`src/design/hnsr_pkg.sv`:
```
`timescale 1ns / 1ps

package hnsr_pkg;

  // Request codes.
  localparam logic [1:0] REQ_WRITE = 2'd0;
  localparam logic [1:0] REQ_RUN   = 2'd1;
  localparam logic [1:0] REQ_READ  = 2'd2;

  // Result kinds.
  localparam logic KIND_READ = 1'b0;
  localparam logic KIND_DONE = 1'b1;

  // Configuration register indexes.
  localparam logic [2:0] CFG_MAP_WIDTH     = 3'd0;
  localparam logic [2:0] CFG_MAP_HEIGHT    = 3'd1;
  localparam logic [2:0] CFG_ROUGHEN_MODE  = 3'd2;
  localparam logic [2:0] CFG_BIG_WINDOW    = 3'd3;
  localparam logic [2:0] CFG_BLEND_FACTOR  = 3'd4;
  localparam logic [2:0] CFG_USE_SELECTION = 3'd5;

  localparam int CFG_DATA_W = 17;

  // One in Q1.16.
  localparam logic [16:0] ONE_Q16 = 17'h10000;

  // Steps of the serial multiplier, one per bit of a Q1.16 factor.
  localparam int MUL_STEPS = 17;

  typedef struct packed {
    logic [1:0]         req_type;
    logic [5:0]         pixel_x;
    logic [5:0]         pixel_y;
    logic signed [31:0] height_in;
    logic [16:0]        weight_in;
  } req_t;

  typedef struct packed {
    logic signed [31:0] height_out;
    logic               result_kind;
  } rsp_t;

  typedef struct packed {
    logic wr_in;
    logic rd_in;
    logic pass_start;
    logic out_rd;
    logic out_done;
    logic win_init;
    logic win_acc;
    logic div_init;
    logic div_step;
    logic mul_init1;
    logic mul_init2;
    logic mul_step;
    logic apply1;
    logic apply2;
    logic write_h;
  } cmd_t;

  typedef struct packed {
    logic out_free;
    logic pass_ok;
    logic win_last;
    logic div_last;
    logic mul_last;
    logic pix_last;
    logic use_sel;
  } stat_t;

endpackage

```
`src/design/hnsr_ctrl.sv`:
```
`timescale 1ns / 1ps

module hnsr_ctrl (
  input  logic             clk_i,
  input  logic             rst_ni,
  input  logic             in_valid_i,
  input  logic [1:0]       req_type_i,
  output logic             in_ready_o,
  input  hnsr_pkg::stat_t  stat_i,
  output hnsr_pkg::cmd_t   cmd_o
);

  typedef enum logic [14:0] {
    S_IDLE  = 15'h0001,
    S_RDATA = 15'h0002,
    S_FIN   = 15'h0004,
    S_WINIT = 15'h0008,
    S_ISSUE = 15'h0010,
    S_ACC   = 15'h0020,
    S_DINIT = 15'h0040,
    S_DIV   = 15'h0080,
    S_M1    = 15'h0100,
    S_MUL1  = 15'h0200,
    S_AP1   = 15'h0400,
    S_M2    = 15'h0800,
    S_MUL2  = 15'h1000,
    S_AP2   = 15'h2000,
    S_WRITE = 15'h4000
  } state_e;

  state_e state_q, state_d;
  logic   accept;

  assign in_ready_o = (state_q == S_IDLE) && stat_i.out_free;
  assign accept     = in_valid_i && in_ready_o;

  always_comb begin
    state_d = state_q;
    cmd_o   = '0;
    case (state_q)
      S_IDLE: begin
        if (accept) begin
          case (req_type_i)
            hnsr_pkg::REQ_WRITE: begin
              cmd_o.wr_in = 1'b1;
            end
            hnsr_pkg::REQ_RUN: begin
              if (stat_i.pass_ok) begin
                cmd_o.pass_start = 1'b1;
                state_d = S_WINIT;
              end else begin
                state_d = S_FIN;
              end
            end
            hnsr_pkg::REQ_READ: begin
              cmd_o.rd_in = 1'b1;
              state_d = S_RDATA;
            end
            default: begin
              state_d = S_IDLE;
            end
          endcase
        end
      end
      S_RDATA: begin
        cmd_o.out_rd = 1'b1;
        state_d = S_IDLE;
      end
      S_FIN: begin
        cmd_o.out_done = 1'b1;
        state_d = S_IDLE;
      end
      S_WINIT: begin
        cmd_o.win_init = 1'b1;
        state_d = S_ISSUE;
      end
      S_ISSUE: begin
        state_d = S_ACC;
      end
      S_ACC: begin
        cmd_o.win_acc = 1'b1;
        state_d = stat_i.win_last ? S_DINIT : S_ISSUE;
      end
      S_DINIT: begin
        cmd_o.div_init = 1'b1;
        state_d = S_DIV;
      end
      S_DIV: begin
        cmd_o.div_step = 1'b1;
        if (stat_i.div_last) begin
          state_d = S_M1;
        end
      end
      S_M1: begin
        cmd_o.mul_init1 = 1'b1;
        state_d = S_MUL1;
      end
      S_MUL1: begin
        cmd_o.mul_step = 1'b1;
        if (stat_i.mul_last) begin
          state_d = S_AP1;
        end
      end
      S_AP1: begin
        cmd_o.apply1 = 1'b1;
        state_d = stat_i.use_sel ? S_M2 : S_WRITE;
      end
      S_M2: begin
        cmd_o.mul_init2 = 1'b1;
        state_d = S_MUL2;
      end
      S_MUL2: begin
        cmd_o.mul_step = 1'b1;
        if (stat_i.mul_last) begin
          state_d = S_AP2;
        end
      end
      S_AP2: begin
        cmd_o.apply2 = 1'b1;
        state_d = S_WRITE;
      end
      S_WRITE: begin
        cmd_o.write_h = 1'b1;
        state_d = stat_i.pix_last ? S_FIN : S_WINIT;
      end
      default: begin
        state_d = S_IDLE;
      end
    endcase
  end

  always_ff @(posedge clk_i or negedge rst_ni) begin
    if (!rst_ni) begin
      state_q <= S_IDLE;
    end else begin
      state_q <= state_d;
    end
  end

  // A read request always moves to the data state in the following cycle.
  a_read_next: assert property (@(posedge clk_i) disable iff (!rst_ni)
    (accept && req_type_i == hnsr_pkg::REQ_READ) |=> state_q == S_RDATA)
    else $error("read request did not move to the data state");

  // A run request either starts the walk or moves to the report state.
  a_run_next: assert property (@(posedge clk_i) disable iff (!rst_ni)
    (accept && req_type_i == hnsr_pkg::REQ_RUN) |=> (state_q == S_WINIT || state_q == S_FIN))
    else $error("run request went to an unexpected state");

endmodule

```
`config.mk`:
```
export PLATFORM = sky130hd
export DESIGN_NAME = hnsr_ctrl
export DESIGN_NICKNAME = d
export VERILOG_FILES = /design/src/design/hnsr_pkg.sv /design/src/design/hnsr_ctrl.sv
export SDC_FILE = /design/constraint.sdc
export NUM_CORES = 1
export LEC_CHECK = 0
export CORE_UTILIZATION = 25
export CTS_BUF_LIST = sky130_fd_sc_hd__clkbuf_2
export DETAILED_ROUTE_END_ITERATION = 8
export DONT_BUFFER_PORTS = 1
export GPL_ROUTABILITY_DRIVEN = 0
export PLACE_DENSITY = 0.39
export RECOVER_POWER = 25
export SKIP_LAST_GASP = 1
export SLEW_MARGIN = 20
export SYNTH_ARGS = -nofsm -noshare
export SYNTH_HDL_FRONTEND = slang
export SYNTH_SLANG_ARGS = --single-unit
```
`constraint.sdc`:
```
create_clock -name clk_i -period 3.8 [get_ports clk_i]
set_input_delay 0.76 -clock clk_i [delete_from_list [all_inputs] [get_ports clk_i]]
set_output_delay 0.76 -clock clk_i [all_outputs]
set_load 0.01 [all_outputs]
```
* After elaboration in Yosys (flattened, before gate mapping)
Index checks and enable logic that the tools add are counted.
Widths: inputs -> output; s select.
** Storage, ports and cells
- Bits in registers :: 15
- Bits of input ports :: 12
- Output and inout bits :: 16
- Logic and storage cells :: 56
** Cells by class
- Equality and inequality tests :: 22
- Muxes and demuxes :: 28
- Reductions and logical operators :: 5
** Operator list (count)
- $pmux 15 s13 :: 1
- $mux 15 :: 5
- $pmux 15 s3 :: 1
- $mux 1 :: 16
- $eq 15x1->1 const B :: 1
- $eq 15x10->1 const B :: 1
- $eq 15x11->1 const B :: 1
- $eq 15x12->1 const B :: 1
- $eq 15x13->1 const B :: 1
- $eq 15x14->1 const B :: 1
- $eq 15x15->1 const B :: 1
- $eq 15x2->1 const B :: 1
- $eq 15x3->1 const B :: 1
- $eq 15x4->1 const B :: 1
- $eq 15x5->1 const B :: 1
- $eq 15x6->1 const B :: 1
- $eq 15x7->1 const B :: 1
- $eq 15x8->1 const B :: 1
- $eq 15x9->1 const B :: 1
- $ne 2x2->1 const B :: 5
- $mux 4 :: 2
- $mux 7 :: 1
- $mux 3 :: 2
- $reduce_and 5->1 :: 1
- other kinds (5) :: 6

* Longest topological paths before layout
Gate-level depths: netlist of run 1.
- Depth in word-level cells :: 5
- Gate-level depth with buffers :: 6
- Mapped depth without buffers :: 5

* Worst setup path after synthesis of run 1
OpenSTA, ideal clock, no wires.
- Path kind :: register to output
- Start :: reg state_q[12]
- End :: out cmd_o[5] (netlist bit)
- Data arrival time :: 1.692 ns
- Required time :: 3.040 ns
- Path slack :: 1.348 ns
- Stages on the path, launching flop included :: 4
- Path buffers :: 0
- Cells stage by stage :: dfrtp_1 > or3_4 > or3_4 > nor4b_1
** RTL lines
- from (decl) :: RTL line hnsr_ctrl.sv:31 : state_e state_q, state_d;
- from (signal assigned) :: RTL line hnsr_ctrl.sv:136 : state_q <= state_d;
- to (decl) :: RTL line hnsr_ctrl.sv:10 : output hnsr_pkg::cmd_t cmd_o

==> summary.md, run 1 <==
| Metric | Value |
|---|---|
| CTS sink count | `15` |
| WP data arrival | `around 2.2 ns` |
| Setup bufs post-CTS | `0` |
| HP Class | `in -> async` |
| Final Util | `0.2844` |
| Synth Area in Compound Gates | `0.1269` |
| Worst path required time | `3.04 ns` |
| Count of cell types in the netlist | `between 40 and 50` |
| Crit share post-route | `0.7838` |
| Vias per inst | `around 5.4` |
| Antenna viol nets, final | `0` |
| Async SR Flop Fraction | `1.000` |
| Most flops, register | `state_q` |
| GR Overflow Total | `0` |
| TritonCTS clock tree | `done` |
| Post-synth top area cell | `dfrtp_1` |
| Post-cts sizing count | `0` |
| Residual DRC count | `0` |
| Status | `complete, no violations` |
| Netlist Area Pre-Place | `0.001085 mm^2` |
| Top cell type's share of synthesized area | `0.3230` |
| Max FO, Critical Path | `6` |
| Maximum clock insertion buffer count | `2` |
| Area of the multi-input gates | `~700 um^2` |
| Mapped Cells | `110` |
| CTS buffer count | `3` |
| Drt first-iter violations | `approximately 40` |
| Post-cts hold buffer count | `0` |
| Crit Path Category | `reg -> out` |
| Max Cap Violations | `0` |
| Final wirelength | `~2.7 mm` |
| Max Transition Viols Final | `0` |
| Leading cell types by count after synthesis | `dfrtp_1 (14), nor2_1 (10), nor3_1 (7)` |
| Minimum clock period | `between 2 and 3 ns` |
| IO Count | `28` |
| Share of layout cells above drive strength 1 | `0.1858` |
| RSZ-0062 raised after global routing | `no` |
| Largest family of logic cells by synthesized area | `simple AND/OR/NAND/NOR gates` |
| Via count | `878` |
| Top-count cell post-synth | `dfrtp_1` |
| Synth warn | `0` |
| Simple-Gate Fraction of Synth Area | `0.4256` |
| HPWL Detailed | `2.081 mm` |
| Final hold slack | `between 0.1 and 0.15 ns` |
| Crit end category | `output port` |
| Final Cell Area | `roughly 0.0012 mm^2` |
| Initial Util | `0.2655` |
| Core area | `a little over 0.004 mm^2` |
| Setup_tns | `0 ns` |
| Fillers | `approximately 450` |
| Vias in the first global route | `a little under 900` |
| Clock Skew | `roughly 0.012 ns` |
| Die W | `about 68 um` |
| Multiplexer area fraction after synthesis | `0` |
| PwrDens | `roughly 380 mW/mm^2` |
| Ranking of synthesized cells by area | `dfrtp_1 (32%), xnor2_1 (4.0%), nor4_4 (3.9%), ha_1 (3.5%), nor2_1 (3.5%)` |
| Seq cells post-synth | `15` |
| Gr usage total | `0.1309` |
| Worst vdd rail ir drop | `0.1016 mV` |
| First-pass GRT wire length | `roughly 4.4 mm` |
| Drt first pass iters | `4` |
| Final setup fails | `0` |
| Synthesized area per cell | `roughly 9.9 um^2` |
| H-Tree Depth | `1` |
| Synth Area in Adders | `0.03460` |
| Fin. Hold Viols | `0` |
| Row count | `23` |
| Main synth FF type | `dfrtp_1` |
| Number of enable flip-flop cells after synthesis | `0` |
| Placed inst area | `around 0.0011 mm^2` |
| Slew HR | `0.5265` |
| Buffers on Ports | `0` |
| Drt wl/cell | `about 16 um` |
| Post-synthesis sequential area ratio | `0.3472` |
| Max reg flops | `15` |
| Peak Freq | `roughly 340 MHz` |
| Pin count of the biggest net entering global routing | `16` |
| Post-Syn Nets | `~130` |
| Leakage | `between 0.5 and 0.6 nW` |
| Nets | `~130` |
| Clock Tree Root | `clkbuf_2` |
| Area delta synth->final | `7.151%` |
| Die Height | `roughly 68 um` |
| Biggest regs | `state_q (15)` |
| Worst-margin pin slew | `between 0.7 and 0.8 ns` |
| Diode count | `0` |
| Die area | `about 0.0046 mm^2` |
| Clock-pin slew on the worst setup and hold paths | `0.16 ns` |
| Register area | `~380 um^2` |
| Worst setup SP type | `flip-flop` |
| Xor/xnor cell area share of the yosys netlist | `0.04037` |
| Clock Latency Late Sink | `slightly below 0.3 ns` |
| Antenna violations before repair | `0` |
[cells in the final DEF (no fill, tap or decap), types with 3 or more instances in the layout]
cell type,Yosys,routed
or4_1,3,3
and3_1,3,3
or3_1,3,3
ha_1,3,3
nor3_1,7,7
nand2b_1,3,3
clkbuf_2,0,4
dfrtp_1,14,14
a21o_1,4,4
nand3_1,4,4
inv_1,6,6
and2_1,5,5
nor2_1,10,10
xnor2_1,5,5
nor3b_1,4,4
[report_power, final]
| group | internal (mW) | total (mW) | switching [mW] | leakage, nW |
|---|---|---|---|---|
| combinational | 0.0725 | 0.172 | 0.0999 | 0.291 |
| sequential | 0.171 | 0.187 | 0.0156 | 0.206 |
| clock | 0.0279 | 0.0810 | 0.0531 | 0.0166 |
[cell type report]
class / instances / area share
clock buffer: 4 / 0.01722
inverter: 6 / 0.01938
multi-input combinational: 88 / 0.5856
sequential: 15 / 0.3240
tap: 50 / 0.05382
[metal layers]
layer / track usage / vias up / wire [um]
met1: 0.1740 / 427 / 1230
met2: 0.1955 / 34 / 1203
met5: 0 / - / 0
li1: - / 415 / -
met4: 0.03125 / 0 / 27
met3: 0.05500 / 2 / 200
[path summary, 6_finish.rpt]
path,endpoint,startpoint,slack (ns),cells after the start
worst max-delay path,cmd_o[10],state_q[8]$_DFFE_PN0P_,0.82,4
worst min-delay path,state_q[6]$_DFFE_PN0P_,rst_ni,0.14,0
worst max register to register,state_q[11]$_DFFE_PN0P_,state_q[1]$_DFFE_PN0P_,1.70,5
worst min register to register,state_q[5]$_DFFE_PN0P_,state_q[5]$_DFFE_PN0P_,0.57,1
max in group asynchronous,state_q[0]$_DFFE_PN1P_,rst_ni,3.50,0
min in group clk_i,state_q[5]$_DFFE_PN0P_,state_q[5]$_DFFE_PN0P_,0.57,1
[critical path, stage by stage, from the launching register on]
cell and delay [ns]:
dfrtp_1 0.46, nor4_2 0.45, nand3_1 0.26, or3_1 0.38
nor3b_1 0.39
[logic make-up after synthesis]
kind of cell	Yosys count
simple gates	64
compound gates	16
flops	15
buf+inv	7
xor+xnor	5
fa+ha+maj	3
[stage by stage]
step	instances	power, mW	setup WS (ns)
finish	163	0.4401	0.8214
global route	163	0.4764	0.5741
CTS	163	0.4458	0.7965
detailed placement	159	0.3618	1.154
global placement	159	0.3633	1.138
floorplan	110	0.3281	1.348
No activity file was read; power rests on OpenSTA's default activity.
==> run 2: changes to the inputs <==
Clock period 3.8 ns to 3 ns, I/O delays scaled along.
==> summary.md, run 2 (synthesis gave the netlist of run 1 again) <==
| Metric | Value |
|---|---|
| Status | `complete, no violations (unchanged)` |
| Clock Skew | `0.02645 ns (was 0.01208 ns)` |
| Worst path required time | `2.40 ns (was 3.04 ns)` |
| Max Transition Viols Final | `0 (unchanged)` |
| Metal2 WL | `1.194 mm (was 1.203 mm)` |
| Worst-margin pin slew | `0.6568 ns (was 0.7004 ns)` |
| Drt first-iter violations | `30 (was 41)` |
| Slew HR | `0.5607 (was 0.5265)` |
| Register area | `376.6 um^2 (unchanged)` |
| CTS buffer count | `3 (unchanged)` |
| Tot Pwr | `0.5593 mW (was 0.4401 mW)` |
| Worst reg2reg path endpoint | `state_q[11]$_DFFE_PN0P_ (unchanged)` |
| Drt first pass iters | `4 (unchanged)` |
| Area delta synth->final | `9.804% (was 7.151%)` |
| Commonest non-fill, non-tap cell in the layout | `dfrtp_1 (unchanged)` |
| Slowest cell on crit path | `dfrtp_1 (unchanged)` |
| Placed Cells | `160 (was 159)` |
| Minimum clock period | `~2.8 ns` |
| Gr usage total | `0.1300 (was 0.1309)` |
| Crit path cell chain | `nor4_4 > nand3_1 > or3_1 > nor3b_1 (was nor4_2 > nand3_1 > or3_1 > nor3b_1)` |
| Nets | `131 (was 129)` |
| DRT met1 WL | `1.247 mm (was 1.230 mm)` |
| WP data arrival | `2.21 ns (was 2.22 ns)` |
| Cell Count, Final, Fillers Out | `166 (was 163)` |
| Clock Latency Late Sink | `0.30 ns (was 0.29 ns)` |
| Core area | `0.004086 mm^2 (unchanged)` |
| Vias in the first global route | `861 (was 866)` |
| HPWL Detailed | `2.076 mm (was 2.081 mm)` |
| Residual DRC count | `0 (unchanged)` |
| Setup bufs post-CTS | `0 (unchanged)` |
| Highest-count cells in the layout ignoring fill and taps | `dfrtp_1 (14), nor2_1 (10), nor3_1 (7), inv_1 (6) (unchanged)` |
| Clock-pin slew on the worst setup and hold paths | `0.17 ns (was 0.16 ns)` |
| Worst setup SP type | `flip-flop (unchanged)` |
| Critical path's top delay family | `simple AND/OR/NAND/NOR gates (unchanged)` |
| Worst Path Buf+Inv | `0 (unchanged)` |
| Peak Freq | `355.3 MHz` |
| Row count | `23 (unchanged)` |
| RSZ-0062 raised after global routing | `no (unchanged)` |
| Die Height | `67.87 um (unchanged)` |
| Crit end category | `output port (unchanged)` |
| TritonCTS clock tree | `done (unchanged)` |
| Initial Util | `0.2655 (unchanged)` |
| Reg2Reg Depth | `5 (unchanged)` |
| Crit Path Category | `reg -> out (unchanged)` |
| Biggest regs | `state_q (15) (unchanged)` |
| Clock Tree Root | `clkbuf_2 (unchanged)` |
| Pin count of the biggest net entering global routing | `15 (was 16)` |
| Max FO, Critical Path | `6 (unchanged)` |
| Buffers on Ports | `0 (unchanged)` |
| R2R Setup Slk | `0.86 ns (was 1.70 ns)` |
| CTS sink count | `15 (unchanged)` |
| Die W | `67.87 um (unchanged)` |
| Fin. Hold Viols | `0 (unchanged)` |
| Max reg flops | `15 (unchanged)` |
| Setup_tns | `0 ns (unchanged)` |
| Most flops, register | `state_q (unchanged)` |
| IO Count | `28 (unchanged)` |
| HP Class | `in -> async (unchanged)` |
| Crit path largest cell delay | `0.50 ns (was 0.46 ns)` |
| GR Overflow Total | `0 (unchanged)` |
| Antenna violations before repair | `1 (was 0)` |
| Worst r2r src | `state_q[1]$_DFFE_PN0P_ (unchanged)` |
| Final Util | `0.2915 (was 0.2844)` |
| Antenna viol nets, final | `0 (unchanged)` |
| Final setup fails | `0 (unchanged)` |
| Drt wl/cell | `16.16 um (was 16.33 um)` |
| Top sig layer | `met4 (unchanged)` |
| Via count | `865 (was 878)` |
| Final wirelength | `2.683 mm (was 2.662 mm)` |
| Vias per inst | `5.211 (was 5.387)` |
| Max Cap Violations | `0 (unchanged)` |
| First-pass GRT wire length | `4.326 mm (was 4.353 mm)` |
| PwrDens | `469.6 mW/mm^2 (was 378.6 mW/mm^2)` |
| H-Tree Depth | `1 (unchanged)` |
| Die area | `0.004606 mm^2 (unchanged)` |
| Leakage | `0.5291 nW (was 0.5136 nW)` |
| Crit share post-route | `0.9382` |
| Fillers | `439 (was 446)` |
| Worst vdd rail ir drop | `0.1346 mV (was 0.1016 mV)` |
| DR WL met3 | `215 um (was 200 um)` |
| Share of layout cells above drive strength 1 | `0.1913 (was 0.1858)` |
| Maximum clock insertion buffer count | `2 (unchanged)` |
| Area of the multi-input gates | `689.4 um^2 (was 680.7 um^2)` |
==> run 2: layout make-up <==
class                           instances  share of cell area
Antenna cell                            1            0.002101
Multi-Input combinational cell         88              0.5788
Clock buffer                            4             0.01681
Tap cell                               50             0.05252
Sequential cell                        15              0.3162
Inverter                                6             0.01891
Timing Repair Buffer                    2             0.01471
==> run 2: how the worst max path moves through the flow <==
stage,start,to,cells after the start
floorplan,state_q[12]$_DFFE_PN0P_,cmd_o[5],3
global placement,state_q[8]$_DFFE_PN0P_,cmd_o[10],4
detailed placement,state_q[8]$_DFFE_PN0P_,cmd_o[10],4
CTS,state_q[8]$_DFFE_PN0P_,cmd_o[10],4
global route,state_q[1]$_DFFE_PN0P_,cmd_o[8],4
finish,state_q[8]$_DFFE_PN0P_,cmd_o[10],4
==> run 2: power by group <==
group / leakage [nW] / internal [mW] / total (mW) / switching (mW)
registers: 0.206 / 0.217 / 0.234 / 0.0176
logic: 0.307 / 0.0928 / 0.221 / 0.129
clock network: 0.0166 / 0.0353 / 0.104 / 0.0684
==> run 2: through the flow <==
step                      instance area, um^2  hold WS [ns]  worst slack (ns)
after floorplan                          1085        0.3044            0.7078
after global placement                   1150        0.3049            0.4820
after detailed placement                 1150        0.3050            0.4381
after CTS                                1180        0.1080           0.08469
after global routing                     1191       0.05935           0.06355
final                                    1191        0.1061            0.1855
==> run 2: what timing repair did <==
action,in CTS,in global routing
resized for setup,0,1
setup endpoints to repair,0,2
hold buffers,1,0
hold endpoints to repair,14,0
==> run 2: layer usage <==
metal  track usage  vias to the layer above
met5             0                        -
met4       0.03125                        0
met3       0.05000                        2
met2        0.1993                       29
met1        0.1713                      412
li1              -                      422
==> run 2: worst reg2reg max path, delay by kind of cell, from the launching register on <==
kind          cells  cell delay [ns]
simple gates      5             1.57
flops             1             0.50
==> run 3: changes to the inputs <==
Settings changed: CELL_PAD_IN_SITES_DETAIL_PLACEMENT set to 1, CELL_PAD_IN_SITES_GLOBAL_PLACEMENT set to 1, PLACE_DENSITY 0.39 to 0.48.
==> summary.md, run 3 (synthesis gave the netlist of run 1 again) <==
| Metric | Value |
|---|---|
| Status | `complete, no violations (unchanged)` |
| Setup slack after layout | `0.1921 ns (was 0.1855 ns)` |
| Minimum clock period | `2.808 ns (was 2.815 ns)` |
| Clock-pin slew on the worst setup and hold paths | `0.15 ns (was 0.17 ns)` |
| Antenna violations before repair | `0 (was 1)` |
| Peak Freq | `356.1 MHz (was 355.3 MHz)` |
| Max FO, Critical Path | `7 (was 6)` |
| Final Util | `0.2909 (was 0.2915)` |
| Worst-margin pin slew | `0.7022 ns (was 0.6568 ns)` |
| Worst path required time | `2.40 ns (about the same)` |
| Setup WS pre-CTS | `0.5239 ns (was 0.4381 ns)` |
| Worst r2r src | `state_q[13]$_DFFE_PN0P_ (was state_q[1]$_DFFE_PN0P_)` |
| Antenna viol nets, final | `0 (unchanged)` |
| Drt first pass iters | `3 (was 4)` |
| Pin count of the biggest net entering global routing | `15 (unchanged)` |
| H-Tree Depth | `1 (unchanged)` |
| Crit path from | `state_q[1]$_DFFE_PN0P_ (was state_q[8]$_DFFE_PN0P_)` |
| Slowest cell on crit path | `or4_4 (was dfrtp_1)` |
| Placed inst area | `0.001150 mm^2 (unchanged)` |
| Slew HR | `0.5303 (was 0.5607)` |
| CTS buffer count | `3 (unchanged)` |
| TritonCTS clock tree | `done (unchanged)` |
| Maximum clock insertion buffer count | `2 (unchanged)` |
| Leakage | `0.5291 nW (about the same)` |
| Reg2Reg Depth | `5 (unchanged)` |
| Setup_tns | `0 ns (unchanged)` |
| HP Class | `in -> async (unchanged)` |
| Residual DRC count | `0 (unchanged)` |
| WP data arrival | `2.21 ns (about the same)` |
| Clock Skew | `0.009908 ns (was 0.02645 ns)` |
| Via count | `876 (was 865)` |
| R2R Setup Slk | `0.89 ns (was 0.86 ns)` |
| Die W | `67.87 um (unchanged)` |
| Crit end category | `output port (unchanged)` |
| Final hold slack | `0.1107 ns (was 0.1061 ns)` |
| Max Cap Violations | `0 (unchanged)` |
| Worst Path Buf+Inv | `0 (unchanged)` |
| IO Count | `28 (unchanged)` |
| Placed Cells | `160 (unchanged)` |
| Cell Count, Final, Fillers Out | `165 (was 166)` |
| First-pass GRT wire length | `4.733 mm (was 4.326 mm)` |
| Fillers | `489 (was 439)` |
| PwrDens | `482.0 mW/mm^2 (was 469.6 mW/mm^2)` |
| Commonest non-fill, non-tap cell in the layout | `dfrtp_1 (unchanged)` |
| Max Transition Viols Final | `0 (unchanged)` |
| Worst reg2reg path endpoint | `state_q[2]$_DFFE_PN0P_ (was state_q[11]$_DFFE_PN0P_)` |
| Max reg flops | `15 (unchanged)` |
| CTS sink count | `15 (unchanged)` |
| Clock Latency Late Sink | `0.31 ns (was 0.30 ns)` |
| Gr usage total | `0.1444 (was 0.1300)` |
| Clock Tree Root | `clkbuf_2 (unchanged)` |
| Diode count | `0 (was 1)` |
| Initial Util | `0.2655 (unchanged)` |
| Crit share post-route | `0.9360 (was 0.9382)` |
| Critical path's top delay family | `simple AND/OR/NAND/NOR gates (unchanged)` |
| Crit Path Category | `reg -> out (unchanged)` |
| Final setup fails | `0 (unchanged)` |
| HPWL Detailed | `2.265 mm (was 2.076 mm)` |
| Biggest regs | `state_q (15) (unchanged)` |
| Row count | `23 (unchanged)` |
| Highest-count cells in the layout ignoring fill and taps | `dfrtp_1 (14), nor2_1 (10), nor3_1 (7), inv_1 (6) (unchanged)` |
| Area delta synth->final | `9.573% (was 9.804%)` |
| Drt first-iter violations | `11 (was 30)` |
| Buffers on Ports | `0 (unchanged)` |
| Crit path largest cell delay | `0.55 ns (was 0.50 ns)` |
| Fin. Hold Viols | `0 (unchanged)` |
| Nets | `131 (unchanged)` |
| GR Overflow Total | `0 (unchanged)` |
| Vias in the first global route | `944 (was 861)` |
| Crit path cell chain | `nor4_4 > nand2_2 > or4_4 > nor3b_4 (was nor4_4 > nand3_1 > or3_1 > nor3b_1)` |
| RSZ-0062 raised after global routing | `no (unchanged)` |
| Vias per inst | `5.309 (was 5.211)` |
| Die area | `0.004606 mm^2 (unchanged)` |
| Worst setup SP type | `flip-flop (unchanged)` |
| Final Cell Area | `0.001189 mm^2 (was 0.001191 mm^2)` |
| Core area | `0.004086 mm^2 (unchanged)` |
| Tot Pwr | `0.5729 mW (was 0.5593 mW)` |
| Setup bufs post-CTS | `0 (unchanged)` |
| Share of layout cells above drive strength 1 | `0.1913 (unchanged)` |
| Drt wl/cell | `17.68 um (was 16.16 um)` |
| Worst vdd rail ir drop | `0.1443 mV (was 0.1346 mV)` |
| Final wirelength | `2.918 mm (was 2.683 mm)` |
| Most flops, register | `state_q (unchanged)` |
| Die Height | `67.87 um (unchanged)` |
[run 3: cell count changes in the layout (fill, tap and decap cells not counted), sizes merged]
cell   before  now
diode       1    0
[run 3: worst register-to-register path, cell delays in order (launching register included)]
cell      delay [ns]
dfrtp_1         0.50
or3_4           0.43
or3_4           0.37
o21a_1          0.27
o221ai_4        0.31
nor2_1          0.11
[run 3: how the worst max path moves through the flow]
stage | to | slack [ns] | cells past startpoint
5_1_grt | cmd_o[4] | 0.04 | 4
3_3_place_gp | cmd_o[10] | 0.55 | 4
2_1_floorplan | cmd_o[5] | 0.71 | 3
4_1_cts | cmd_o[10] | 0.14 | 4
6_report | cmd_o[2] | 0.19 | 4
3_5_place_dp | cmd_o[10] | 0.52 | 4
[run 3: per-layer routing]
| layer | routed length (um) | GRT usage |
|---|---|---|
| met1 | 1406 | 0.2059 |
| met2 | 1340 | 0.2166 |
| met3 | 109 | 0.01833 |
| met4 | 62 | 0.06250 |
| met5 | 0 | 0 |
[run 3: what timing repair did]
action | CTS | global route
endpoints found under the hold margin | 14 | 0
gates resized for setup | 0 | 1
hold buffers | 1 | 0
setup endpoints to repair | 0 | 3
[run 3: power by group]
group / total, mW / leakage [nW] / internal (mW) / switching, mW
logic: 0.230 / 0.307 / 0.0929 / 0.137
registers: 0.235 / 0.206 / 0.217 / 0.0182
clock network: 0.108 / 0.0166 / 0.0353 / 0.0728
[run 3: cell type report]
| class | instances | area (um^2) | share of cell area |
|---|---|---|---|
| flip-flops and latches | 15 | 376.6 | 0.3168 |
| well taps | 50 | 62.56 | 0.05263 |
| inverters | 6 | 22.52 | 0.01895 |
| multi-input cells | 88 | 689.4 | 0.5800 |
| clock buffers | 4 | 20.02 | 0.01684 |
| repair buffers | 2 | 17.52 | 0.01474 |
